## config.mk

```make
export PLATFORM = sky130hd
export DESIGN_NAME = compass_strip_tick_generator
export DESIGN_NICKNAME = d
export VERILOG_FILES = /design/src/rtl/core/cstg_pkg.sv /design/src/rtl/core/compass_strip_tick_generator.sv
export SDC_FILE = /design/constraint.sdc
export NUM_CORES = 2
export LEC_CHECK = 0
export ABC_AREA = 1
export BUFFER_PORTS_ARGS = -buffer_cell sky130_fd_sc_hd__buf_4
export CORE_AREA = 2 2 376 378
export CTS_CLUSTER_DIAMETER = 50
export DETAILED_ROUTE_END_ITERATION = 12
export DIE_AREA = 0 0 378 380
export HOLD_SLACK_MARGIN = 0.05
export SYNTH_ARGS = -nofsm -noshare
export SYNTH_HDL_FRONTEND = slang
export SYNTH_SLANG_ARGS = --single-unit
```

## constraint.sdc

```tcl
create_clock -name clk -period 7.4 [get_ports clk]
set_input_delay 0.37 -clock clk [delete_from_list [all_inputs] [get_ports clk]]
set_output_delay 0.37 -clock clk [all_outputs]
set_load 0.02 [all_outputs]
```

## src/rtl/core/cstg_pkg.sv

```systemverilog
`timescale 1ns / 1ps
package cstg_pkg;
  localparam int SPAN_W    = 19;
  localparam int STEP_W    = 17;
  localparam int LEFT_W    = 13;
  localparam int WIDTH_W   = 12;
  localparam int MAXT_W    = 7;
  localparam int HEAD_W    = 21;
  localparam int BEAR_W    = 19;
  localparam int REL_W     = 19;
  localparam int X_W       = 18;
  localparam int CFG_IDX_W = 3;
  localparam int CFG_DAT_W = 19;

  localparam int DEF_MAX_TICKS = 64;

  localparam logic [SPAN_W-1:0]  DEF_SPAN  = 19'd120000;
  localparam logic [STEP_W-1:0]  DEF_STEP  = 17'd15000;
  localparam logic [WIDTH_W-1:0] DEF_WIDTH = 12'd256;
  localparam logic [MAXT_W-1:0]  DEF_MAXT  = 7'd64;

  localparam logic [CFG_IDX_W-1:0] REG_SPAN  = 3'd0;
  localparam logic [CFG_IDX_W-1:0] REG_STEP  = 3'd1;
  localparam logic [CFG_IDX_W-1:0] REG_LEFT  = 3'd2;
  localparam logic [CFG_IDX_W-1:0] REG_WIDTH = 3'd3;
  localparam logic [CFG_IDX_W-1:0] REG_MAXT  = 3'd4;

  localparam int FULL_CIRCLE = 360000;
  localparam int OCTANT      = 45000;
endpackage

```

## src/rtl/core/compass_strip_tick_generator.sv

```systemverilog
`timescale 1ns / 1ps
// sequence: prepare, divide, first-tick quotient and multiply, wrap steps, window check; then
// multiply, divide and emit per tick; an empty window goes from the check to the empty result;
// output stalls hold the emit and empty states; the divides use the 40-step shared restoring divider
// (one pass for the first tick bearing, one pass per tick for the x position)
// one heading at a time: in_stall is high from acceptance until the last result is loaded
// rst is synchronous, active high, and restores the default register values
module compass_strip_tick_generator #(
  parameter int MAX_TICKS = cstg_pkg::DEF_MAX_TICKS
) (
  input  logic                                clk,
  input  logic                                rst,
  input  logic                                cfg_valid,
  output logic                                cfg_ready,
  input  logic [cstg_pkg::CFG_IDX_W-1:0]      cfg_index,
  input  logic [cstg_pkg::CFG_DAT_W-1:0]      cfg_data,
  input  logic                                in_valid,
  output logic                                in_stall,
  input  logic signed [cstg_pkg::HEAD_W-1:0]  heading_mdeg,
  output logic                                out_valid,
  input  logic                                out_stall,
  output logic                                tick_valid,
  output logic [cstg_pkg::BEAR_W-1:0]         tick_bearing,
  output logic signed [cstg_pkg::REL_W-1:0]   tick_relative,
  output logic signed [cstg_pkg::X_W-1:0]     tick_x,
  output logic [1:0]                          tick_rank,
  output logic [2:0]                          label_index,
  output logic                                last
);
  localparam int CW  = $clog2(MAX_TICKS + 1);
  localparam int NW  = 40;
  localparam int DW  = 20;
  localparam int BW  = 22;
  localparam int HW2 = 24;

  localparam logic [3:0] S_IDLE   = 4'd0;
  localparam logic [3:0] S_PREP   = 4'd1;
  localparam logic [3:0] S_DIV    = 4'd2;
  localparam logic [3:0] S_FIRSTQ = 4'd3;
  localparam logic [3:0] S_FIRSTM = 4'd4;
  localparam logic [3:0] S_WRAP   = 4'd5;
  localparam logic [3:0] S_CHECK  = 4'd6;
  localparam logic [3:0] S_MUL    = 4'd7;
  localparam logic [3:0] S_XNUM   = 4'd8;
  localparam logic [3:0] S_EMIT   = 4'd9;
  localparam logic [3:0] S_EMPTY  = 4'd10;

  localparam logic signed [BW-1:0] CIRCLE = BW'(cstg_pkg::FULL_CIRCLE);

  logic [cstg_pkg::SPAN_W-1:0]         span_mdeg;
  logic [cstg_pkg::STEP_W-1:0]         step_mdeg;
  logic signed [cstg_pkg::LEFT_W-1:0]  strip_left;
  logic [cstg_pkg::WIDTH_W-1:0]        strip_width;
  logic [cstg_pkg::MAXT_W-1:0]         max_ticks;

  logic [3:0] state;
  logic signed [cstg_pkg::HEAD_W-1:0] head;
  logic [cstg_pkg::SPAN_W-1:0]  sp;
  logic [cstg_pkg::STEP_W-1:0]  st;
  logic [CW-1:0]                cap;
  logic [CW-1:0]                n;
  logic signed [HW2-1:0]        hi2;
  logic signed [37:0]           base;
  logic signed [31:0]           prw;
  logic signed [BW-1:0]         b;
  logic signed [BW-1:0]         wb;
  logic signed [12:0]           q;
  logic                         dneg;
  logic                         dpos;
  logic                         div_x;

  // shared restoring divider
  logic [NW-1:0] dnum;
  logic [DW-1:0] drem;
  logic [DW-1:0] ddiv;
  logic [5:0]    dcnt;
  logic [DW:0]   trial;
  logic          tbit;

  assign cfg_ready = 1'b1;
  assign in_stall  = (state != S_IDLE);

  always_ff @(posedge clk) begin
    if (rst) begin
      span_mdeg   <= cstg_pkg::DEF_SPAN;
      step_mdeg   <= cstg_pkg::DEF_STEP;
      strip_left  <= '0;
      strip_width <= cstg_pkg::DEF_WIDTH;
      max_ticks   <= cstg_pkg::DEF_MAXT;
    end else if (cfg_valid && cfg_ready) begin
      case (cfg_index)
        cstg_pkg::REG_SPAN:  span_mdeg   <= cfg_data[cstg_pkg::SPAN_W-1:0];
        cstg_pkg::REG_STEP:  step_mdeg   <= cfg_data[cstg_pkg::STEP_W-1:0];
        cstg_pkg::REG_LEFT:  strip_left  <= $signed(cfg_data[cstg_pkg::LEFT_W-1:0]);
        cstg_pkg::REG_WIDTH: strip_width <= cfg_data[cstg_pkg::WIDTH_W-1:0];
        cstg_pkg::REG_MAXT:  max_ticks   <= cfg_data[cstg_pkg::MAXT_W-1:0];
        default: ;
      endcase
    end
  end

  // combinational helpers
  localparam int X_W_L = cstg_pkg::X_W;
  logic [cstg_pkg::SPAN_W-1:0] span_eff;
  logic [cstg_pkg::STEP_W-1:0] step_eff;
  logic [CW-1:0]               cap_eff;
  logic signed [HW2-1:0]       a_val;
  logic [HW2-1:0]              a_mag;
  logic signed [17:0]          bl;
  logic signed [NW-1:0]        xn;
  logic [NW-1:0]               xn_mag;
  logic signed [BW-1:0]        b_nxt;
  logic signed [BW-1:0]        wb_nxt;
  logic signed [BW-1:0]        rel;
  logic                        more;
  logic                        ofree;
  logic [1:0]                  rank;
  logic [2:0]                  lab;
  logic [X_W_L-1:0]            xq;

  always_comb begin
    span_eff = (span_mdeg > 19'd1000 && span_mdeg <= 19'd360000) ? span_mdeg
               : cstg_pkg::DEF_SPAN;
    step_eff = (step_mdeg >= 17'd1000 && step_mdeg <= 17'd90000) ? step_mdeg
               : cstg_pkg::DEF_STEP;
    cap_eff  = ({1'b0, max_ticks} > 8'(MAX_TICKS)) ? CW'(MAX_TICKS) : CW'(max_ticks);
    a_val  = ($signed({{(HW2-cstg_pkg::HEAD_W){head[cstg_pkg::HEAD_W-1]}}, head}) <<< 1)
             - $signed({{(HW2-cstg_pkg::SPAN_W){1'b0}}, sp});
    a_mag  = a_val[HW2-1] ? HW2'(-a_val) : HW2'(a_val);
    bl     = ($signed({{5{strip_left[cstg_pkg::LEFT_W-1]}}, strip_left}) <<< 4)
             + $signed({3'b0, strip_width, 3'b0});
    xn     = $signed({{(NW-38){base[37]}}, base})
             + ($signed({{(NW-32){prw[31]}}, prw}) <<< 4);
    xn_mag = xn[NW-1] ? NW'(-xn) : NW'(xn);
    b_nxt  = b + $signed({{(BW-cstg_pkg::STEP_W){1'b0}}, st});
    wb_nxt = wb + $signed({{(BW-cstg_pkg::STEP_W){1'b0}}, st});
    if (wb_nxt >= CIRCLE) wb_nxt = wb_nxt - CIRCLE;
    rel    = b - $signed({{(BW-cstg_pkg::HEAD_W){head[cstg_pkg::HEAD_W-1]}}, head});
    more   = ({1'b0, n} + (CW+1)'(1) < {1'b0, cap})
             && (($signed({{(HW2-BW){b_nxt[BW-1]}}, b_nxt}) <<< 1) <= hi2);
    ofree  = !out_valid || !out_stall;
    rank   = 2'd0;
    lab    = 3'd0;
    for (int k = 0; k < 8; k++) begin
      if (wb == BW'(k * cstg_pkg::OCTANT)) begin
        rank = (k % 2 == 0) ? 2'd2 : 2'd1;
        lab  = 3'(k);
      end
    end
    xq     = dneg ? X_W_L'(-dnum[X_W_L-1:0]) : dnum[X_W_L-1:0];
    trial  = {drem, dnum[NW-1]};
    tbit   = (trial >= {1'b0, ddiv});
  end

  always_ff @(posedge clk) begin
    if (rst) begin
      state     <= S_IDLE;
      out_valid <= 1'b0;
    end else begin
      if ((state == S_EMIT || state == S_EMPTY) && ofree) out_valid <= 1'b1;
      else if (!out_stall) out_valid <= 1'b0;
      case (state)
        S_IDLE: begin
          if (in_valid) begin
            head  <= heading_mdeg;
            sp    <= span_eff;
            st    <= step_eff;
            cap   <= cap_eff;
            state <= S_PREP;
          end
        end
        S_PREP: begin
          hi2   <= ($signed({{(HW2-cstg_pkg::HEAD_W){head[cstg_pkg::HEAD_W-1]}}, head}) <<< 1)
                   + $signed({{(HW2-cstg_pkg::SPAN_W){1'b0}}, sp});
          base  <= bl * $signed({1'b0, sp});
          dnum  <= NW'(a_mag);
          drem  <= '0;
          ddiv  <= DW'({st, 1'b0});
          dcnt  <= '0;
          dneg  <= a_val[HW2-1];
          dpos  <= !a_val[HW2-1] && (a_val != '0);
          div_x <= 1'b0;
          state <= S_DIV;
        end
        S_DIV: begin
          drem <= tbit ? DW'(trial - {1'b0, ddiv}) : DW'(trial);
          dnum <= {dnum[NW-2:0], tbit};
          dcnt <= dcnt + 6'd1;
          if (dcnt == 6'(NW - 1)) state <= div_x ? S_EMIT : S_FIRSTQ;
        end
        S_FIRSTQ: begin
          // truncation is already the ceiling for negative numerators
          q <= dneg ? -$signed({1'b0, dnum[11:0]})
               : $signed({1'b0, dnum[11:0]}) + ((dpos && drem != '0) ? 13'sd1 : 13'sd0);
          state <= S_FIRSTM;
        end
        S_FIRSTM: begin
          b     <= BW'(q * $signed({1'b0, st}));
          wb    <= BW'(q * $signed({1'b0, st}));
          n     <= '0;
          state <= S_WRAP;
        end
        S_WRAP: begin
          if (wb < 0) wb <= wb + CIRCLE;
          else if (wb >= CIRCLE) wb <= wb - CIRCLE;
          else state <= S_CHECK;
        end
        S_CHECK: begin
          if (cap != '0 && (($signed({{(HW2-BW){b[BW-1]}}, b}) <<< 1) <= hi2))
            state <= S_MUL;
          else
            state <= S_EMPTY;
        end
        S_MUL: begin
          prw   <= 32'(rel * $signed({1'b0, strip_width}));
          state <= S_XNUM;
        end
        S_XNUM: begin
          // round to nearest, ties away from zero
          dnum  <= (xn_mag << 1) + NW'(sp);
          drem  <= '0;
          ddiv  <= DW'({sp, 1'b0});
          dcnt  <= '0;
          dneg  <= xn[NW-1];
          div_x <= 1'b1;
          state <= S_DIV;
        end
        S_EMIT: begin
          if (ofree) begin
            tick_valid    <= 1'b1;
            tick_bearing  <= wb[cstg_pkg::BEAR_W-1:0];
            tick_relative <= rel[cstg_pkg::REL_W-1:0];
            tick_x        <= xq;
            tick_rank     <= rank;
            label_index   <= lab;
            last          <= !more;
            if (more) begin
              b     <= b_nxt;
              wb    <= wb_nxt;
              n     <= n + CW'(1);
              state <= S_MUL;
            end else begin
              state <= S_IDLE;
            end
          end
        end
        S_EMPTY: begin
          if (ofree) begin
            tick_valid    <= 1'b0;
            tick_bearing  <= '0;
            tick_relative <= '0;
            tick_x        <= '0;
            tick_rank     <= '0;
            label_index   <= '0;
            last          <= 1'b1;
            state         <= S_IDLE;
          end
        end
        default: state <= S_IDLE;
      endcase
    end
  end
endmodule
```

==> impl_metrics.prom <==
# TYPE chip_impl_metric gauge
chip_impl_metric{name="max-slew-margin-rel",unit="%"} 20.73
chip_impl_metric{name="worst_slew_pin_slew",unit="ns"} 1.185
chip_impl_metric{name="synth_sequential_area_ratio",unit="%"} 22.51
chip_impl_metric{name="die_h",unit="µm"} 380
chip_impl_metric{name="grt_usage",unit="%"} 26.17
chip_impl_metric{name="die_area",unit="µm²"} 143600
chip_impl_info{name="run_status",value="complete, but fails checks"} 1
chip_impl_metric{name="max_freq",unit="MHz"} 134.2
chip_impl_metric{name="final-setup-viol-count",unit=""} 5
chip_impl_metric{name="synth_cell_type_count",unit=""} 68
chip_impl_metric{name="fp.dieW",unit="µm"} 378
chip_impl_info{name="hold_path_class",value="input pin to register"} 1
chip_impl_metric{name="synthToLayoutAreaGrowth",unit="%"} 17.89
chip_impl_metric{name="initial_core_util",unit="%"} 39.93
chip_impl_metric{name="pre_cts_ws",unit="ns"} -0.6283
chip_impl_metric{name="synth_area",unit="µm²"} 55580
chip_impl_metric{name="path_clk_slew",unit="ns"} 0.06
chip_impl_metric{name="yosysWarningCount",unit=""} 0
chip_impl_metric{name="antenna_found_initial",unit=""} 2
chip_impl_metric{name="drt_drc_violations_left",unit=""} 0
chip_impl_metric{name="hpwlAfterDp",unit="mm"} 155.6
chip_impl_info{name="slowest_stage",value="sky130_fd_sc_hd__fa_1"} 1
chip_impl_metric{name="power_density",unit="nW/µm²"} 432.9
chip_impl_metric{name="clock_skew",unit="ns"} 0.04244
chip_impl_info{name="rsz0062_at_grt",value="true"} 1
chip_impl_metric{name="instances_no_fill",unit=""} 9479
chip_impl_info{name="critPathLaunchType",value="register"} 1
chip_impl_metric{name="finalSetupTns",unit="ns"} -0.1354
chip_impl_metric{name="buffer_ports.inserted",unit=""} 112
chip_impl_info{name="worstSetupPathType",value="register to register"} 1
chip_impl_metric{name="cts.sinks",unit=""} 441
chip_impl_metric{name="final_critical_path_setup_slack",unit="ns"} -0.05201
chip_impl_metric{name="worst_ir_drop_vdd",unit="µV"} 817.7
chip_impl_metric{name="overflow",unit=""} 0
chip_impl_info{name="top_reg_cell_synth",value="sky130_fd_sc_hd__edfxtp_1"} 1
chip_impl_metric{name="worst_ep_required_time",unit="ns"} 7.79
chip_impl_info{name="timing.critical_path.mode_cell",value="sky130_fd_sc_hd__fa_1"} 1
chip_impl_info{name="violations",value="setup timing"} 1
chip_impl_metric{name="synthDominantCellAreaShare",unit="%"} 21.36
chip_impl_metric{name="mappedNetlistNets",unit=""} 8213
chip_impl_metric{name="grt_start_max_net_pins",unit=""} 69
chip_impl_metric{name="fp.coreArea",unit="µm²"} 139200
chip_impl_metric{name="global_route_wire_length_before_repair",unit="mm"} 287.6
chip_impl_metric{name="avgSynthCellArea",unit="µm²"} 7.848
chip_impl_metric{name="totalPowerFinal",unit="mW"} 28.37
chip_impl_info{name="synth_most_common_cell",value="sky130_fd_sc_hd__nand2_1"} 1
chip_impl_metric{name="vias_in_the_first_global_route",unit=""} 48438
chip_impl_metric{name="route.final.wire_length",unit="mm"} 188.2
chip_impl_metric{name="hold_violations",unit=""} 0
chip_impl_metric{name="period_needed",unit="ns"} 7.452
chip_impl_info{name="synth_top_cells_by_area",value="sky130_fd_sc_hd__fa_1 (21%), sky130_fd_sc_hd__edfxtp_1 (20%), sky130_fd_sc_hd__ha_1 (11%), sky130_fd_sc_hd__nand2_1 (11%), sky130_fd_sc_hd__inv_1 (9.4%)"} 1
chip_impl_info{name="post_synth_most_frequent_cells",value="sky130_fd_sc_hd__nand2_1 (1614), sky130_fd_sc_hd__inv_1 (1390), sky130_fd_sc_hd__nor2_1 (615), sky130_fd_sc_hd__fa_1 (593), sky130_fd_sc_hd__ha_1 (490)"} 1
chip_impl_info{name="cts.root.buffer_cell",value="sky130_fd_sc_hd__clkbuf_16"} 1
chip_impl_metric{name="worstPathMaxFanout",unit=""} 5
chip_impl_metric{name="average_routed_wire_per_standard_cell",unit="µm"} 19.85
chip_impl_metric{name="antenna_violating_nets_post_route",unit=""} 0
chip_impl_metric{name="vias",unit=""} 48901
chip_impl_metric{name="postSynthCellCount",unit=""} 7082
chip_impl_metric{name="worst-endpoint-arrival",unit="ns"} 7.85
chip_impl_info{name="tritoncts",value="done"} 1
chip_impl_metric{name="detailedRoute.firstPassIterationCount",unit=""} 6
chip_impl_metric{name="detail_route.iter0.violations",unit=""} 4086
chip_impl_info{name="synth.largest_area_cell",value="sky130_fd_sc_hd__fa_1"} 1
chip_impl_metric{name="max_stage_delay",unit="ns"} 0.58
chip_impl_metric{name="slew_viol_final",unit=""} 0
chip_impl_metric{name="cts-root-to-sink-buffers",unit=""} 3
chip_impl_metric{name="final_replace_weighted_congestion",unit=""} 0.9671
chip_impl_metric{name="yosys_register_bits",unit=""} 441
chip_impl_metric{name="edff_count_synth",unit=""} 368
chip_impl_metric{name="numCtsBuffers",unit=""} 70
chip_impl_metric{name="cts.htree.levels",unit=""} 3
chip_impl_metric{name="final_net_count",unit=""} 8681
chip_impl_metric{name="pin_count",unit=""} 114
chip_impl_metric{name="drive_gt1_share",unit="%"} 14.41
chip_impl_metric{name="avgViaCountPerCell",unit=""} 5.159
chip_impl_metric{name="fillCellCount",unit=""} 13802
chip_impl_metric{name="timing.final.crit_share",unit="%"} 100.7
chip_impl_metric{name="p_leak",unit="nW"} 32.65
chip_impl_info{name="type_of_element_capturing_the_critical_path",value="register"} 1
chip_impl_metric{name="ys_async_sr_fraction",unit="%"} 0
chip_impl_metric{name="dp.cells",unit=""} 9267
chip_impl_metric{name="maxCapViolations",unit=""} 0
chip_impl_metric{name="placementRows",unit=""} 137
chip_impl_metric{name="worst_skew_pair.late_latency",unit="ns"} 0.67
## final timing paths
kind	from	endpoint	slack, ns	cells after the start
min reg2reg	max_ticks[6]	cap[6]	0.47	0
max reg2reg	strip_width[1]	base[36]	-0.05	36
min	cfg_data[18]	span_mdeg[18]	0.10	3
max	strip_width[1]	base[36]	-0.05	36
## kinds of logic (layout without fill, tap and decap cells)
logic type	count (synthesis)	count (layout)	synth area share [%]
flip-flops	441	441	22.51
AO/OA/AOI/OAI	848	848	8.400
buffers and inverters	1636	2155	11.18
AND/OR/NAND/NOR	2829	2829	21.60
adder cells (fa/ha/maj)	1083	1083	32.39
XOR/XNOR	244	244	3.910
other	1	3	0.006747
## cell type report
cell class / count / area, µm² / share of cell area, %
multi-input cells: 5005 / 38040 / 58.06
flip-flops and latches: 441 / 12520 / 19.10
clock buffers: 78 / 1824 / 2.784
diodes: 2 / 5.005 / 0.007639
repair buffers: 593 / 4736 / 7.228
inverters: 1439 / 5415 / 8.265
well taps: 1876 / 2347 / 3.582
clock inverters: 45 / 631.9 / 0.9644
## worst max-delay path: cells and delay by family, from the launching register on
family | cells | cell delay (ns)
and+or+nand+nor | 15 | 1.84
xor gates and xnor gates | 1 | 0.07
buffers and inverters | 6 | 0.43
adders and majority gates | 9 | 3.87
DFF | 1 | 0.34
AOI/OAI and AO/OA | 5 | 0.61
## state kept, by name, indices dropped and copies added (netlist names), 18 cells and up
| signal | flops |
|---|---|
| dnum | 40 |
| ddiv | 19 |
| hi2 | 23 |
| wb | 22 |
| sp | 19 |
| head | 21 |
| tick_relative | 19 |
| tick_bearing | 19 |
| base | 35 |
| tick_x | 18 |
| span_mdeg | 19 |
| drem | 20 |
| prw | 32 |
| b | 22 |
## report_power, final
part	internal (mW)	leakage [nW]	switching (mW)
combinational	7.71	27.5	12.9
sequential	3.93	3.94	0.350
clock	2.19	1.18	1.33
## timing repair
| action | 4_1_cts | 5_1_grt |
|---|---|---|
| setup endpoints to repair | 30 | 31 |
| hold buffers | 41 | 0 |
| pin swaps | 93 | 126 |
| resized for setup | 107 | 195 |
| hold endpoints to repair | 63 | 0 |
| buffers inserted | 11 | 39 |
| cloned | 0 | 1 |
## per-layer routing
layer | part of all wire [%] | vias to the layer above | track usage [%]
met5 | 0.0069 | - | 0
met4 | 4.0 | 2 | 9.045
met3 | 7.0 | 330 | 4.077
met2 | 46 | 1724 | 41.86
met1 | 43 | 23703 | 35.93
li1 | - | 23142 | -
## stage by stage
stage / hold WS, ns / utilization (%) / cell area, µm²
floorplan: 0.4430 / - / 55620
global placement: 0.4560 / 43.90 / 61110
detailed placement: 0.4553 / 43.90 / 61110
CTS: 0.05621 / 46.34 / 64490
global route: 0.09450 / 47.07 / 65520
finish: 0.1040 / 47.07 / 65520
## placed cells by master (no fill, tap or decap), types with 41 or more instances in the layout
| master | instances |
|---|---|
| sky130_fd_sc_hd__clkbuf_16 | 72 |
| sky130_fd_sc_hd__nor2_2 | 41 |
| sky130_fd_sc_hd__edfxtp_1 | 368 |
| sky130_fd_sc_hd__xnor2_1 | 66 |
| sky130_fd_sc_hd__nand4_1 | 79 |
| sky130_fd_sc_hd__dlygate4sd3_1 | 41 |
| sky130_fd_sc_hd__ha_1 | 455 |
| sky130_fd_sc_hd__a21oi_1 | 338 |
| sky130_fd_sc_hd__inv_1 | 1358 |
| sky130_fd_sc_hd__nor3_1 | 58 |
| sky130_fd_sc_hd__nand3_1 | 267 |
| sky130_fd_sc_hd__o21ai_0 | 256 |
| sky130_fd_sc_hd__xor2_1 | 170 |
| sky130_fd_sc_hd__nand2_1 | 1579 |
| sky130_fd_sc_hd__inv_2 | 65 |
| sky130_fd_sc_hd__buf_4 | 528 |
| sky130_fd_sc_hd__dfxtp_1 | 69 |
| sky130_fd_sc_hd__nor2_1 | 582 |
| sky130_fd_sc_hd__fa_1 | 579 |
| sky130_fd_sc_hd__nand2_2 | 66 |
No activity file was read; power rests on OpenSTA's default activity.
